==> config.mk <==
export PLATFORM = sky130hd
export DESIGN_NAME = windowed_duplicate_filter_table_core
export DESIGN_NICKNAME = d
export VERILOG_FILES = /design/src/rtl/core/wdft_pkg.sv /design/src/rtl/core/wdft_ctrl.sv /design/src/rtl/core/wdft_dp.sv /design/src/rtl/core/windowed_duplicate_filter_table_core.sv
export VERILOG_INCLUDE_DIRS = /design/src /design/src/rtl/core
export SDC_FILE = /design/constraint.sdc
export NUM_CORES = 2
export LEC_CHECK = 0
export ABC_CLOCK_PERIOD_IN_PS = 11900
export BUFFER_PORTS_ARGS = -buffer_cell sky130_fd_sc_hd__clkbuf_2
export CAP_MARGIN = 10
export CORE_ASPECT_RATIO = 0.75
export CORE_MARGIN = 4
export CORE_UTILIZATION = 33
export DETAILED_ROUTE_END_ITERATION = 8
export SYNTH_ARGS = -nofsm -noshare
export SYNTH_HDL_FRONTEND = slang
export SYNTH_SLANG_ARGS = --single-unit
==> constraint.sdc <==
create_clock -name clk -period 11.9 [get_ports clk]
set_clock_uncertainty 0.2 [all_clocks]
set_input_delay 1.19 -clock clk [delete_from_list [all_inputs] [get_ports clk]]
set_output_delay 1.19 -clock clk [all_outputs]
set_load 0.01 [all_outputs]
==> src/rtl/core/assert_macros.svh <==
// Assertion macros used by the duplicate filter table datapath.
// Depends on nothing; files that assert include it by name.
`ifndef ASSERT_MACROS_SVH
`define ASSERT_MACROS_SVH

// Same-cycle implication, disabled during reset.
`define ASSERT_IMPL(label, clk, rst, ante, cons) \
  label: assert property (@(posedge clk) disable iff (rst) (ante) |-> (cons)) \
    else $error("implication check failed");

// Next-cycle implication, disabled during reset.
`define ASSERT_NEXT(label, clk, rst, ante, cons) \
  label: assert property (@(posedge clk) disable iff (rst) (ante) |=> (cons)) \
    else $error("next-cycle check failed");

`endif

==> src/rtl/core/wdft_pkg.sv <==
// Package for the windowed duplicate filter table: word types, controller
// state encoding, command/status structs and reset constants. No dependencies.
`default_nettype none

package wdft_pkg;

  localparam int TABLE_SLOTS_DEF = 8;
  localparam int ADDR_W          = 48;
  localparam int BATCH_W         = 16;
  localparam int TIME_W          = 63;
  localparam int WINDOW_W        = 32;
  localparam int SLOT_OUT_W      = 3;

  localparam logic [WINDOW_W-1:0] WINDOW_RESET = 32'd8000000;

  // Input word.
  typedef struct packed {
    logic [ADDR_W-1:0]  sender_address;
    logic [BATCH_W-1:0] batch_number;
    logic [TIME_W-1:0]  now_time;
  } in_item_t;

  // Result word.
  typedef struct packed {
    logic                  is_duplicate;
    logic [SLOT_OUT_W-1:0] slot_index;
    logic                  new_entry;
  } out_item_t;

  // One row of the slot memory.
  typedef struct packed {
    logic [ADDR_W-1:0]  sender_address;
    logic [BATCH_W-1:0] batch_number;
    logic [TIME_W-1:0]  stamp;
  } row_t;

  typedef enum logic [1:0] {
    ST_IDLE,
    ST_SCAN,
    ST_JUDGE,
    ST_ALLOC
  } ctrl_state_t;

  // Commands from the controller to the datapath.
  typedef struct packed {
    logic load_item;
    logic note_free;
    logic scan_next;
    logic finish_hit;
    logic finish_alloc;
  } dp_cmd_t;

  // Status from the datapath to the controller.
  typedef struct packed {
    logic hit;
    logic last;
    logic out_free;
  } dp_status_t;

endpackage

`default_nettype wire

==> src/rtl/core/wdft_ctrl.sv <==
// Controller of the duplicate filter table: sequences accept, slot scan,
// window judgment and allocation. Depends on wdft_pkg.
`default_nettype none

module wdft_ctrl (
  input  logic                clk,
  input  logic                rst,
  input  logic                in_valid,
  output logic                in_stall,
  output wdft_pkg::dp_cmd_t   cmd,
  input  wdft_pkg::dp_status_t status
);
  import wdft_pkg::*;

  ctrl_state_t state, state_next;

  // State register.
  always_ff @(posedge clk) begin
    if (rst) begin
      state <= ST_IDLE;
    end else begin
      state <= state_next;
    end
  end

  // Next state and commands.
  always_comb begin
    state_next = state;
    cmd        = '0;
    in_stall   = 1'b1;
    case (state)
      ST_IDLE: begin
        in_stall = 1'b0;
        if (in_valid) begin
          cmd.load_item = 1'b1;
          state_next    = ST_SCAN;
        end
      end
      ST_SCAN: begin
        cmd.note_free = 1'b1;
        if (status.hit) begin
          state_next = ST_JUDGE;
        end else if (status.last) begin
          state_next = ST_ALLOC;
        end else begin
          cmd.scan_next = 1'b1;
        end
      end
      ST_JUDGE: begin
        if (status.out_free) begin
          cmd.finish_hit = 1'b1;
          state_next     = ST_IDLE;
        end
      end
      ST_ALLOC: begin
        if (status.out_free) begin
          cmd.finish_alloc = 1'b1;
          state_next       = ST_IDLE;
        end
      end
      default: begin
        state_next = ST_IDLE;
      end
    endcase
  end

endmodule

`default_nettype wire

==> src/rtl/core/wdft_dp.sv <==
// Datapath of the duplicate filter table: slot memory, valid bits, scan
// counter, window compare and output register. Depends on wdft_pkg and assert_macros.svh.
`default_nettype none

`include "assert_macros.svh"

module wdft_dp #(
  parameter int TABLE_SLOTS = wdft_pkg::TABLE_SLOTS_DEF
) (
  input  logic                                clk,
  input  logic                                rst,
  input  wdft_pkg::in_item_t                  in_data,
  input  logic                                window_we,
  input  logic [wdft_pkg::WINDOW_W-1:0]       window_wdata,
  input  wdft_pkg::dp_cmd_t                   cmd,
  output wdft_pkg::dp_status_t                status,
  output logic                                out_valid,
  input  logic                                out_stall,
  output wdft_pkg::out_item_t                 out_data
);
  import wdft_pkg::*;

  localparam int IDX_W = (TABLE_SLOTS > 1) ? $clog2(TABLE_SLOTS) : 1;
  localparam logic [IDX_W-1:0] LAST_IDX = IDX_W'(TABLE_SLOTS - 1);

  row_t                  mem [TABLE_SLOTS];
  row_t                  rd_q;
  row_t                  wr_row;
  in_item_t              item;
  logic [WINDOW_W-1:0]   window;
  logic [TABLE_SLOTS-1:0] valid;
  logic [IDX_W-1:0]      idx;
  logic [IDX_W-1:0]      rd_addr;
  logic [IDX_W-1:0]      wr_idx;
  logic [IDX_W-1:0]      free_idx;
  logic                  free_found;
  logic                  wr_en;
  logic [TIME_W:0]       elapsed;
  logic                  win_hit;
  logic                  dup;

  // Read address: slot 0 on accept, one ahead while scanning, else hold.
  always_comb begin
    if (cmd.load_item) begin
      rd_addr = '0;
    end else if (cmd.scan_next) begin
      rd_addr = idx + 1'b1;
    end else begin
      rd_addr = idx;
    end
  end

  // Elapsed time; a borrow means time went backwards and counts as inside.
  assign elapsed = {1'b0, item.now_time} - {1'b0, rd_q.stamp};
  assign win_hit = elapsed[TIME_W] |
                   (elapsed[TIME_W-1:0] < {{(TIME_W-WINDOW_W){1'b0}}, window});
  assign dup     = (rd_q.batch_number == item.batch_number) && win_hit;

  // Memory write: refresh a hit that is not a duplicate, or allocate.
  assign wr_en  = cmd.finish_alloc | (cmd.finish_hit & ~dup);
  assign wr_idx = cmd.finish_alloc ? (free_found ? free_idx : '0) : idx;
  assign wr_row = '{sender_address: item.sender_address,
                    batch_number:   item.batch_number,
                    stamp:          item.now_time};

  // Slot memory with registered read.
  always_ff @(posedge clk) begin
    rd_q <= mem[rd_addr];
    if (wr_en) begin
      mem[wr_idx] <= wr_row;
    end
  end

  // Valid bits.
  always_ff @(posedge clk) begin
    if (rst) begin
      valid <= '0;
    end else if (cmd.finish_alloc) begin
      valid[wr_idx] <= 1'b1;
    end
  end

  // Captured input word.
  always_ff @(posedge clk) begin
    if (cmd.load_item) begin
      item <= in_data;
    end
  end

  // Scan counter.
  always_ff @(posedge clk) begin
    if (rst) begin
      idx <= '0;
    end else if (cmd.load_item) begin
      idx <= '0;
    end else if (cmd.scan_next) begin
      idx <= idx + 1'b1;
    end
  end

  // Lowest free slot seen during the scan.
  always_ff @(posedge clk) begin
    if (rst) begin
      free_found <= 1'b0;
    end else if (cmd.load_item) begin
      free_found <= 1'b0;
    end else if (cmd.note_free && !valid[idx] && !free_found) begin
      free_found <= 1'b1;
    end
  end

  always_ff @(posedge clk) begin
    if (cmd.note_free && !valid[idx] && !free_found) begin
      free_idx <= idx;
    end
  end

  // Window register.
  always_ff @(posedge clk) begin
    if (rst) begin
      window <= WINDOW_RESET;
    end else if (window_we) begin
      window <= window_wdata;
    end
  end

  // Output register.
  always_ff @(posedge clk) begin
    if (rst) begin
      out_valid <= 1'b0;
    end else if (cmd.finish_hit || cmd.finish_alloc) begin
      out_valid <= 1'b1;
    end else if (!out_stall) begin
      out_valid <= 1'b0;
    end
  end

  always_ff @(posedge clk) begin
    if (cmd.finish_hit) begin
      out_data <= '{is_duplicate: dup, slot_index: SLOT_OUT_W'(idx), new_entry: 1'b0};
    end else if (cmd.finish_alloc) begin
      out_data <= '{is_duplicate: 1'b0, slot_index: SLOT_OUT_W'(wr_idx), new_entry: 1'b1};
    end
  end

  // Status to the controller.
  assign status.hit      = valid[idx] && (rd_q.sender_address == item.sender_address);
  assign status.last     = (idx == LAST_IDX);
  assign status.out_free = ~out_valid | ~out_stall;

  // A result is loaded only into a free output register.
  `ASSERT_IMPL(a_out_free, clk, rst, cmd.finish_hit || cmd.finish_alloc, status.out_free)
  // A hit is only finished on a valid slot.
  `ASSERT_IMPL(a_hit_valid, clk, rst, cmd.finish_hit, valid[idx])
  // A recorded free slot is still free when allocation takes it.
  `ASSERT_IMPL(a_free_slot, clk, rst, cmd.finish_alloc && free_found, !valid[free_idx])
  // After a result is loaded the output word is presented.
  `ASSERT_NEXT(a_out_shown, clk, rst, cmd.finish_hit || cmd.finish_alloc, out_valid)

endmodule

`default_nettype wire

==> src/rtl/core/windowed_duplicate_filter_table_core.sv <==
// A sender found in slot j gives its result after the scan reaches slot j and
// the judge state; an absent sender after a scan of every slot and the alloc
// state. Both states wait while the output is stalled. The scan reads one slot
// per cycle; no new word is taken until the result is loaded. rst clears the
// valid bits, output valid flag and controller, and loads the window with 8000000.
`default_nettype none

module windowed_duplicate_filter_table_core #(
  parameter int TABLE_SLOTS = wdft_pkg::TABLE_SLOTS_DEF
) (
  input  logic                          clk,
  input  logic                          rst,
  input  logic                          in_valid,
  output logic                          in_stall,
  input  wdft_pkg::in_item_t            in_data,
  output logic                          out_valid,
  input  logic                          out_stall,
  output wdft_pkg::out_item_t           out_data,
  input  logic                          window_we,
  input  logic [wdft_pkg::WINDOW_W-1:0] window_wdata
);
  import wdft_pkg::*;

  dp_cmd_t    cmd;
  dp_status_t status;

  // Sequencer.
  wdft_ctrl u_ctrl (
    .clk      (clk),
    .rst      (rst),
    .in_valid (in_valid),
    .in_stall (in_stall),
    .cmd      (cmd),
    .status   (status)
  );

  // Slot table and result path.
  wdft_dp #(
    .TABLE_SLOTS (TABLE_SLOTS)
  ) u_dp (
    .clk          (clk),
    .rst          (rst),
    .in_data      (in_data),
    .window_we    (window_we),
    .window_wdata (window_wdata),
    .cmd          (cmd),
    .status       (status),
    .out_valid    (out_valid),
    .out_stall    (out_stall),
    .out_data     (out_data)
  );

endmodule

`default_nettype wire
==> metrics.csv <==
metric;value;unit
cts.path.max_buffers;3;
worstSetupPathType;register to register;
row_count;129;
die_area;0.172;mm2
irDropWorstVdd;0.116;mV
layoutNonFillerInstCount;6233;
worstPathMaxFanout;57;
core-area;0.165;mm2
drt_wl_total;133;mm
cts_root_buf;clkbuf_16;
holdBufCountCts;0;
synth-xor-area-share;0.0178;
async_flop_share;0;
r2r-end;u_dp.mem[3][42]$_DFFE_PP_;
place_congestion;0.894;
relSlewSlack;0.207;
r2r_slack;4.37;ns
rsz0062_at_grt;false;
postCtsSetupRepairBufs;0;
avgRoutedWirePerCell;21.4;um
multiInputGateArea;0.0153;mm2
clk_pin_slew_worst_paths;0.06;ns
cts_tree;done;
post-place-ws;4.27;ns
first_pass_iters;6;
grt-ovfl-total;0;
tightestPinTransition;1.19;ns
drive_above_1_share;0.176;
setup_tns;0;ns
grt_pass1_vias;30218;
power;11.2;mW
utilization;0.378;
maxCapViolCount;0;
period_minus_slack;7.53;ns
ctsResizeCount;0;
period_share;0.633;
hold_depth;2;
reg2regPathDepth;19;
dp_hpwl;82.4;mm
htree_levels;4;
pin_count;171;
die_y;360;um
vias;30576;
synth_mux_area_frac;0.106;
synthSimpleGateAreaFrac;0.0525;
worst_slack;4.37;ns
area_growth;14.0;%
crit_required;12.09;ns
synth_nets;3992;
final_antenna_net_count;0;
seqCellArea;0.0380;mm2
synth.distinct_cells;86;
crit_path_end_kind;register;
r2r-start;u_dp.item[24]$_DFFE_PP_;
setup_viol;0;
grt_use_total;0.151;
syn_area_per_cell;14.6;um2
netlist_area;0.0546;mm2
grt_antenna_before_repair;12;
min_to;u_dp.out_data[0]$_SDFFE_PP0P_;
synth_compound_area_frac;0.0802;
cellPowerDensity;179;mW/mm2
portBuffers;170;
initial_core_util;0.332;
synth_edf_count;1150;
synth_warnings;0;
cp.arrival;7.72;ns
finalHoldViolCount;0;
grt_max_degree;186;
cts_buffers;136;
die_x;478;um
start_kind;register;
hold_start;u_dp.out_data[0]$_SDFFE_PP0P_;
clock_latency;0.78;ns
yosysSeqAreaShare;0.696;
final_nets;4152;
leakage;20.1;nW
report.final.slew_viol_count;0;
synth_top_family_by_area;multiplexers;
grt_pass1_wl;198;mm
n_fill_cell;15385;
dp_cells;5980;
ys_seq_elements;1325;
synthAdderAreaFrac;0.0223;
status;complete, no violations;
synthCells;3731;
timing.fmax;133;MHz
cts_sinks;1325;
min_path_type;register to register;
yosys_most_used_dff;edfxtp_1;
drc;0;
drt_iter0_markers;2514;
viasPerCell;4.91;
[area by class of cell]
| class | count | area share |
|---|---|---|
| diodes | 1 | 0.0000402 |
| clock buffers | 184 | 0.0593 |
| clock inverters | 68 | 0.0131 |
| inverters | 113 | 0.00681 |
| multi-input cells | 2109 | 0.246 |
| flip-flops and latches | 1325 | 0.611 |
| well taps | 2227 | 0.0447 |
| repair buffers | 206 | 0.0188 |
[layout by cell type, fill, tap and decap left out, types with 37 or more instances in the layout]
cell,n
edfxtp_1,1150
nand2_1,369
mux2i_1,287
mux2_2,253
o21ai_0,234
dfxtp_1,175
clkbuf_2,170
o211ai_1,145
clkbuf_16,136
inv_1,112
nor2_1,107
a21oi_1,102
ha_1,96
xnor2_1,91
o21ai_1,91
nand4_1,54
clkbuf_1,37
[synth_stat cells (all sizes together) (3+ instances only)]
cell / number / area (um2)
nor3: 23 / 115
mux2i: 287 / 2870
ha: 96 / 1200
a2111oi: 3 / 51.3
o21a: 8 / 60.1
xnor2: 91 / 797
nor2: 119 / 449
nand4: 55 / 350
a22oi: 3 / 27.5
buf: 102 / 591
a31oi: 9 / 56.3
a21boi: 3 / 22.5
o311ai: 3 / 33.8
dfxtp: 175 / 3500
mux2: 257 / 2890
a21oi: 119 / 682
or2: 4 / 25.0
xor2: 20 / 175
a21o: 14 / 106
o211ai: 145 / 1090
or4: 3 / 28.8
nor4: 16 / 100
edfxtp: 1150 / 34500
o31ai: 7 / 66.3
inv: 112 / 420
o221ai: 4 / 35.0
o21ai: 330 / 1670
a221oi: 6 / 65.1
a211o: 6 / 52.6
nand3: 32 / 165
and2: 5 / 31.3
clkbuf: 81 / 304
o211a: 4 / 40.0
nand2b: 3 / 18.8
a211oi: 13 / 120
nor2b: 6 / 37.5
or3: 5 / 31.3
and4: 9 / 78.8
nand2: 369 / 1390
[per-layer routing]
layer,wire length (um),share of wire,vias up,track usage
li1,-,-,14441,-
met1,63900,0.48,15134,0.220
met2,58700,0.44,802,0.229
met3,7520,0.056,197,0.0333
met4,3210,0.024,2,0.0408
met5,18,0.00014,-,0
[state kept, by name, summed over array words and instances (netlist names)]
register / cells
u_ctrl.state: 2
u_dp.rd_q: 127
u_dp.valid: 8
u_dp.out_data: 5
u_dp.free_idx: 3
u_dp.mem: 1016
u_dp.window: 32
u_dp.item: 127
u_dp.free_found: 1
u_dp.idx: 3
u_dp.out_valid: 1
[cell families after synthesis]
logic type / Yosys count
flip-flops: 1325
AO/OA/AOI/OAI: 699
AND/OR/NAND/NOR: 656
multiplexers: 546
buffers and inverters: 297
XOR/XNOR: 111
adder cells (fa/ha/maj): 97
[critical path, stage by stage, from the launching register on]
cell       delay, ns
edfxtp_1        0.53
ha_1            0.53
nand4_1         0.28
nor4_1          0.51
o211ai_1        0.22
nand3_2         0.24
xor2_1          0.20
ha_1            0.27
a21o_1          0.15
a21o_1          0.18
a221oi_1        0.30
o21ai_0         0.14
a21o_1          0.19
a2bb2oi_1       0.15
a21oi_1         0.11
or4_4           0.53
o31ai_4         0.85
nor2_4          0.41
buf_4           0.46
buf_4           0.51
[where the power goes]
part	internal [mW]	switching, mW	total, mW
combinational	0.567	0.958	1.53
clock	2.40	1.84	4.24
sequential	5.25	0.141	5.39
total	8.21	2.94	11.2
[metrics by stage]
| stage | hold slack [ns] | area [um2] |
|---|---|---|
| 2_1_floorplan | 0.231 | 54600 |
| 3_3_place_gp | 0.237 | 57800 |
| 3_5_place_dp | 0.244 | 57800 |
| 4_1_cts | 0.252 | 62300 |
| 5_1_grt | 0.271 | 62300 |
| 6_report | 0.245 | 62300 |
[worst max-delay path by stage]
stage | from | to | slack [ns] | cells past startpoint
after floorplan | u_dp.item[11]$_DFFE_PP_ | u_dp.mem[3][0]$_DFFE_PP_ | 2.28 | 18
after global placement | u_dp.item[11]$_DFFE_PP_ | u_dp.mem[0][63]$_DFFE_PP_ | 4.42 | 19
after detailed placement | u_dp.item[11]$_DFFE_PP_ | u_dp.mem[0][63]$_DFFE_PP_ | 4.27 | 19
after CTS | u_dp.item[11]$_DFFE_PP_ | u_dp.mem[0][24]$_DFFE_PP_ | 4.25 | 19
after global routing | u_dp.item[11]$_DFFE_PP_ | u_dp.mem[0][24]$_DFFE_PP_ | 3.94 | 19
final | u_dp.item[24]$_DFFE_PP_ | u_dp.mem[3][42]$_DFFE_PP_ | 4.37 | 19
Note: power is estimated with default switching activity, not from simulation.
